==> src/rtl/vmp_pkg.sv <==
`timescale 1ns / 1ps
package vmp_pkg;

  localparam int unsigned POS_W   = 10;
  localparam int unsigned IDX_W   = 8;
  localparam int unsigned CHAN_W  = 8;
  localparam int unsigned RGB_W   = 3 * CHAN_W;
  localparam int unsigned COUNT_W = 9;

  localparam logic [RGB_W-1:0] PINK_RGB = {8'd255, 8'd192, 8'd203};

  typedef enum logic [1:0] {
    MODE_LOAD    = 2'd0,
    MODE_CAPTURE = 2'd1,
    MODE_RENDER  = 2'd2
  } mode_e;

  typedef struct packed {
    logic [1:0]        mode;
    logic [IDX_W-1:0]  seed_index;
    logic [POS_W-1:0]  pos_x;
    logic [POS_W-1:0]  pos_y;
    logic [CHAN_W-1:0] in_red;
    logic [CHAN_W-1:0] in_green;
    logic [CHAN_W-1:0] in_blue;
  } pix_in_t;

  typedef struct packed {
    logic [CHAN_W-1:0] out_red;
    logic [CHAN_W-1:0] out_green;
    logic [CHAN_W-1:0] out_blue;
  } pix_out_t;

  // Beat as it walks down the seed chain: the item plus the running winner.
  typedef struct packed {
    pix_in_t          pix;
    logic             found;
    logic [RGB_W-1:0] best_rgb;
  } chain_beat_t;

endpackage

==> src/rtl/vmp_cell.sv <==
`timescale 1ns / 1ps
module vmp_cell
  import vmp_pkg::*;
#(
  parameter int unsigned CELL_ID    = 0,
  parameter int unsigned COORD_BITS = 10
) (
  input  logic                    clk_i,
  input  logic                    rst_ni,
  input  logic                    en_i,
  input  logic [COUNT_W-1:0]      seed_count_i,
  input  logic                    vld_i,
  input  chain_beat_t             beat_i,
  input  logic [COORD_BITS-1:0]   px_i,
  input  logic [COORD_BITS-1:0]   py_i,
  input  logic [2*COORD_BITS:0]   dist_i,
  output logic                    vld_o,
  output chain_beat_t             beat_o,
  output logic [COORD_BITS-1:0]   px_o,
  output logic [COORD_BITS-1:0]   py_o,
  output logic [2*COORD_BITS:0]   dist_o
);

  localparam int unsigned CB = COORD_BITS;
  localparam int unsigned SQ_W = 2 * CB;
  localparam int unsigned DW = 2 * CB + 1;

  logic [CB-1:0]    col_q, row_q;
  logic [RGB_W-1:0] rgb_q;

  logic             a_vld_q, b_vld_q;
  chain_beat_t      a_beat_q, b_beat_q;
  logic [CB-1:0]    a_px_q, a_py_q, b_px_q, b_py_q;
  logic [DW-1:0]    a_dist_q, b_dist_q;
  logic [SQ_W-1:0]  a_sqx_q, a_sqy_q;

  logic             active;
  logic [CB-1:0]    dx, dy;
  logic [SQ_W-1:0]  sqx_d, sqy_d;
  logic [DW-1:0]    d;
  logic             take;
  chain_beat_t      b_beat_d;
  logic [DW-1:0]    b_dist_d;

  assign active = CELL_ID < 32'(seed_count_i);

  // Stage A: squared axis distances against the stored seed.
  assign dx    = (col_q >= px_i) ? (col_q - px_i) : (px_i - col_q);
  assign dy    = (row_q >= py_i) ? (row_q - py_i) : (py_i - row_q);
  assign sqx_d = {{CB{1'b0}}, dx} * {{CB{1'b0}}, dx};
  assign sqy_d = {{CB{1'b0}}, dy} * {{CB{1'b0}}, dy};

  // Stage B: sum and compare; strict less keeps the lower index on a tie.
  assign d    = {1'b0, a_sqx_q} + {1'b0, a_sqy_q};
  assign take = a_vld_q && (a_beat_q.pix.mode == MODE_RENDER) && active &&
                (!a_beat_q.found || (d < a_dist_q));

  always_comb begin
    b_beat_d = a_beat_q;
    b_dist_d = a_dist_q;
    if (take) begin
      b_beat_d.found    = 1'b1;
      b_beat_d.best_rgb = rgb_q;
      b_dist_d          = d;
    end
  end

  always_ff @(posedge clk_i or negedge rst_ni) begin
    if (!rst_ni) begin
      a_vld_q <= 1'b0;
      b_vld_q <= 1'b0;
    end else if (en_i) begin
      a_vld_q <= vld_i;
      b_vld_q <= a_vld_q;
    end
  end

  always_ff @(posedge clk_i) begin
    if (en_i) begin
      a_beat_q <= beat_i;
      a_px_q   <= px_i;
      a_py_q   <= py_i;
      a_dist_q <= dist_i;
      a_sqx_q  <= sqx_d;
      a_sqy_q  <= sqy_d;
      b_beat_q <= b_beat_d;
      b_px_q   <= a_px_q;
      b_py_q   <= a_py_q;
      b_dist_q <= b_dist_d;
      if (vld_i && (beat_i.pix.mode == MODE_LOAD) &&
          (32'(beat_i.pix.seed_index) == CELL_ID)) begin
        col_q <= px_i;
        row_q <= py_i;
      end
      if (vld_i && (beat_i.pix.mode == MODE_CAPTURE) && active &&
          (col_q == px_i) && (row_q == py_i)) begin
        rgb_q <= {beat_i.pix.in_red, beat_i.pix.in_green, beat_i.pix.in_blue};
      end
    end
  end

  assign vld_o  = b_vld_q;
  assign beat_o = b_beat_q;
  assign px_o   = b_px_q;
  assign py_o   = b_py_q;
  assign dist_o = b_dist_q;

endmodule

==> config.mk <==
export PLATFORM = sky130hd
export DESIGN_NAME = vmp_cell
export DESIGN_NICKNAME = d
export VERILOG_FILES = /design/src/rtl/vmp_pkg.sv /design/src/rtl/vmp_cell.sv
export SDC_FILE = /design/constraint.sdc
export NUM_CORES = 1
export LEC_CHECK = 0
export ABC_AREA = 0
export BUFFER_PORTS_ARGS = -buffer_cell sky130_fd_sc_hd__buf_4
export CAP_MARGIN = 20
export CORE_ASPECT_RATIO = 0.9
export CORE_MARGIN = 5
export CORE_UTILIZATION = 40
export CTS_CLUSTER_DIAMETER = 50
export DETAILED_ROUTE_END_ITERATION = 8
export RECOVER_POWER = 50
export SLEW_MARGIN = 40
export SYNTH_ARGS = -nofsm -noshare
export SYNTH_HDL_FRONTEND = slang
export SYNTH_SLANG_ARGS = --single-unit
==> constraint.sdc <==
create_clock -name clk_i -period 8.45 [get_ports clk_i]
set_clock_uncertainty 0.2 [all_clocks]
set_input_delay 0 -clock clk_i [delete_from_list [all_inputs] [get_ports clk_i]]
set_output_delay 0 -clock clk_i [all_outputs]
set_load 0.02 [all_outputs]
# [Word level (Yosys, flattened, before mapping)]
# Cells that the tools add are included.
[totals] input_bits=133 out_inout_bits=121 reg_bits=326 wordCells=65
[classes] magnitude_cmp=4 n_reduce_logical=15 n_mux=4 n_eq_ne=4 add_sub_neg=5 n_mul=2
[op_table] operator="10-bit by 10-bit multiplier with 20-bit output" count=2
[op_table] operator="10-bit subtractor" count=4
[op_table] operator="24-bit 2-to-1 mux" count=1
[op_table] operator="20-bit by 20-bit adder with 21-bit output" count=1
[op_table] operator="21-bit < comparator" count=1
[op_table] operator="21-bit 2-to-1 mux" count=1
[op_table] operator="10-bit equality test" count=2
[op_table] operator="10-bit greater-or-equal comparator" count=2
[op_table] operator="10-bit 2-to-1 mux" count=2
[op_table] operator="1-bit logical AND" count=9
[op_table] operator="1-bit by 9-bit < comparator with 1-bit output, first input constant" count=1
[op_table] operator="8-bit logical NOT" count=1
[op_table] operator="2-bit AND reduction" count=2
[op_table] operator="2-bit by 1-bit equality test with 1-bit output, second input constant" count=1
[op_table] operator="2-bit equality test, second input constant" count=1
[op_table] operator="2-bit logical NOT" count=1
[op_table] operator="1-bit logical NOT" count=1
[op_table] operator="1-bit logical OR" count=1

# [Longest topological paths before layout]
[logic_depth] depth_word=6 depth_mapped=33 depth_no_buf=32

# [Worst setup path before layout]
# Ideal clock, no wire load.
[synth_path] path_kind="reg-to-reg" from="register col_q[0]" to="register a_sqx_q[19] (data pin)" n_path_buf=1 setup_ps=258 required_ps=7992 synth_period_minus_slack_ps=7435 arrival_ps=6977 setup_slack_ps=1015 stages_incl_launch_ff=30 path_cell_list="edfxtp_1 > inv_1 > ha_1 > inv_1 > fa_1 > a21oi_1 > o221ai_1 > o31a_1 > buf_2 > o31a_1 > xnor2_1 > inv_1 > nand2_1 > inv_1 > fa_1 > fa_1 > fa_1 > fa_1 > fa_1 > ha_1 > a21o_1 > a21o_1 > a21oi_1 > o21a_1 > a41oi_1 > a41oi_1 > a21oi_1 > o21a_1 > nor2_1 > xnor2_1"
[synth_via] elab_chain_cells=3 elab_cells_between_ends=5 cone_classes="add/sub (2); mul (1); order compare (1); mux (1)"
[synth_lines] element="from (decl)" line_no="vmp_cell.sv:28" rtl="logic [CB-1:0] col_q, row_q;"
[synth_lines] element="from (signal assigned)" line_no="vmp_cell.sv:92" rtl="col_q <= px_i;"
[synth_lines] element="10-bit subtractor or 10-bit greater-or-equal comparator (tied branches)" line_no="vmp_cell.sv:48" rtl="assign dx = (col_q >= px_i) ? (col_q - px_i) : (px_i - col_q);"
[synth_lines] element="10-bit 2-to-1 mux (*)" line_no="vmp_cell.sv:48"
[synth_lines] element="10-bit by 10-bit multiplier with 20-bit output (*)" line_no="vmp_cell.sv:50" rtl="assign sqx_d = {{CB{1'b0}}, dx} * {{CB{1'b0}}, dx};"
[synth_lines] element="via sqx_d[19]" line_no="vmp_cell.sv:39" rtl="logic [SQ_W-1:0] sqx_d, sqy_d;"
[synth_lines] element="to (signal assigned)" line_no="vmp_cell.sv:84" rtl="a_sqx_q <= sqx_d;"
[synth_lines] element="to (decl)" line_no="vmp_cell.sv:35" rtl="logic [SQ_W-1:0] a_sqx_q, a_sqy_q;"
# The timed path passes the listed nets; every way through them passes the cells marked *.
# A chain may end at the register's enable or synchronous reset.

# [Final worst setup path]
# Ends and elaborated chain as after synthesis.

==> flow_summary.toml <==
[outcome]
status = "complete, but fails checks"
violations = "max-capacitance violations, max-slew violations"

[place]
numPortBuffers = 253
routabilityCongestion = 0.859
hpwlAfterDp_mm = 31.3
dp_slack_ns = 0.253
place_area_sq_um = 21200
dp_cells = 2252

[synthesis]
synth_common_cells = "322 x edfxtp_1, 228 x inv_1, 169 x ha_1"
syn_area_sq_um = 18400
yosysMostFrequentCell = "edfxtp_1"
avgSynthCellArea_sq_um = 13.3
synth_area_leaders = "edfxtp_1 52%, ha_1 11%, fa_1 11%"
yosysSeqAreaShare_pct = 52.7
yosysWarnings = 0
yosysUniqueCellTypes = 70
ys_ff_latch = 324
syn-num-nets = 1790
synthCells = 1388
synth_edf_count = 322
synth-async-reset-ratio_pct = 0.617
synth_ff_type = "edfxtp_1"
synth_top_area_share_pct = 52.5
synth_top_area_cell = "edfxtp_1"

[power]
peakVddDrop_v = 0.000327
powerDensity_nw_per_um2 = 371
p_leak_nw = 10.5

[global_route]
grt_use_total_pct = 17.2
overflow = 0
grt_max_degree = 83
antenna_found_initial = 1
first_global_vias = 12800
grt_pass1_wl_mm = 69.1

[critical_path]
startpoint_type = "flop"
path_max_fanout = 15
cp_slowest_stage_delay_ns = 0.56
endpoint = "a_sqx_q[19]$_DFFE_PP_"
cp-end-kind = "flop"
critPathKind = "flop to flop"
critPathSlowestCell = "fa_1"
ff2ff_setup_slack_ns = 0.48
crit_path_start = "col_q[0]$_DFFE_PP_"
r2r-end = "a_sqx_q[19]$_DFFE_PP_"
reg2regPathDepth = 29
cp_num_buf_inv = 4
arrival_ns = 8.06
cp.depth = 29
crit_top_cell = "fa_1"
cpLargestDelayFamily = "adder cells"
cp.required_ns = 8.55
r2r-start = "col_q[0]$_DFFE_PP_"

[clocking]
post_cts_buffers = 0
cts_root_buf = "clkbuf_16"
htreeDepth = 2
clock_latency_ns = 0.56
clock-sinks = 324
clk_path_buf_depth = 3
cts_buffers = 39
cts.clk_slew.worst_paths_ns = 0.06
cts_tree = "yes"

[timing]
rsz0062_at_grt = "no"
relSlewSlack_pct = -170
setup_slack_ns = 0.485
hold-worst-slack_ns = 0.0422
min_period_ns = 7.97
finalSetupViolCount = 0
finalMaxSlewViolations = 73
timing.fmax_mhz = 126
hold_viol_final = 0
worst_pin_slew_ns = 4.05
finalSetupTns_ns = 0
fin_crit_sh_pct = 94.3

[cells_and_area]
final_nets = 2323
drive_gt1_share_pct = 16.7
register_area_sq_um = 9720
finalNonFillerCells = 2561
final_area_sq_um = 24500
multi_input_area_sq_um = 7830
fillCellCount = 3850
areaGrowthSynthToFinish_pct = 33.1

[floorplanning]
die_area_sq_um = 50500
start_util_pct = 40.5
fp.dieW_um = 236
dieHeight_um = 214
core_sq_um = 45500
io_pins = 254
num_rows = 74

[routing]
viasPerCell = 4.78
drt_iter0_markers = 602
drcViolationCount = 0
wl_mm = 43.4
vias = 12200
wl_per_cell_um = 17.0
first_pass_iters = 5
ant_nets = 0

[min_path]
hp-class = "primary input to flop"

[job]
drv_cap = 1
-- registers in the layout (all words and copies together) (netlist names) --
signal / flops
row_q: 10
px_o: 10
a_dist_q: 21
a_vld_q: 1
a_sqx_q: 19
py_o: 10
rgb_q: 24
a_sqy_q: 19
dist_o: 21
beat_o: 79
a_py_q: 10
a_beat_q: 79
col_q: 10
vld_o: 1
a_px_q: 10
-- layout by cell type (no fill, tap or decap), types with 58 or more instances in the layout --
master / netlist / layout
a21oi_1: 58 / 58
buf_4: 0 / 76
clkbuf_1: 14 / 102
clkbuf_4: 0 / 99
dlygate4sd3_1: 0 / 236
edfxtp_1: 322 / 322
fa_1: 100 / 100
ha_1: 169 / 169
inv_1: 228 / 228
nor2_1: 100 / 100
-- worst reg2reg max path: cells and delay by family, from the launching register on --
kind,cells,cell delay (ns)
buffers and inverters,4,0.37
adders and majority gates,8,3.29
AOI/OAI and AO/OA,13,2.85
DFF,1,0.41
xor gates and xnor gates,2,0.38
and+or+nand+nor,2,0.25
-- cells by family (layout without fill, tap and decap cells) --
group,after synthesis,count (layout),synth area share (%)
other,0,3,0
adders and majority gates,269,269,22.3
DFF,324,324,52.7
muxes,59,59,3.56
xor gates and xnor gates,71,71,3.46
AOI/OAI and AO/OA,181,181,6.60
buffers and inverters,249,811,5.12
and+or+nand+nor,235,235,6.18
-- stage by stage --
step	total power, mW	util (%)
2_1_floorplan	6.20	-
3_3_place_gp	7.38	46.6
3_5_place_dp	7.41	46.6
4_1_cts	9.23	54.6
5_1_grt	10.0	53.9
6_report	9.11	53.9
-- cell type report --
type | count | share of cell area [%]
Sequential cell | 324 | 39.6
Multi-Input combinational cell | 815 | 31.9
Timing Repair Buffer | 511 | 16.6
Clock buffer | 43 | 4.04
Inverter | 230 | 3.53
Tap cell | 608 | 3.10
Clock inverter | 27 | 1.17
Antenna cell | 3 | 0.0306
-- routing by layer --
layer	GRT usage, %	share of wire [%]	up-vias	wire, um
met1	24.0	46	5970	20000
li1	-	-	5909	-
met4	4.42	1.9	2	828
met2	27.9	46	295	20100
met5	0	0.030	-	13
met3	3.50	5.9	58	2550
-- worst min path at each step --
stage | startpoint | cells past startpoint | slack (ns) | end
6_report | seed_count_i[2] | 5 | 0.04 | beat_o[24]$_SDFFCE_PP1P_
5_1_grt | beat_i[29] | 2 | 0.04 | rgb_q[4]$_DFFE_PP_
4_1_cts | beat_i[25] | 2 | 0.003 | rgb_q[0]$_DFFE_PP_
3_5_place_dp | rst_ni | 1 | -0.41 | vld_o$_DFFE_PN0P_
3_3_place_gp | rst_ni | 1 | -0.42 | vld_o$_DFFE_PN0P_
2_1_floorplan | rst_ni | 0 | -0.50 | a_vld_q$_DFFE_PN0P_
-- timing repair --
item,4_1_cts,5_1_grt
resized for setup,0,7
setup endpoints to repair,0,5
hold buffers,235,1
hold endpoints to repair,256,2
-- power breakdown --
| part | internal [mW] | switching [mW] | total (mW) |
|---|---|---|---|
| clock network | 0.979 | 0.668 | 1.65 |
| registers | 2.22 | 0.0799 | 2.30 |
| logic | 2.29 | 2.87 | 5.16 |
Power figures use the tool's default switching activity.
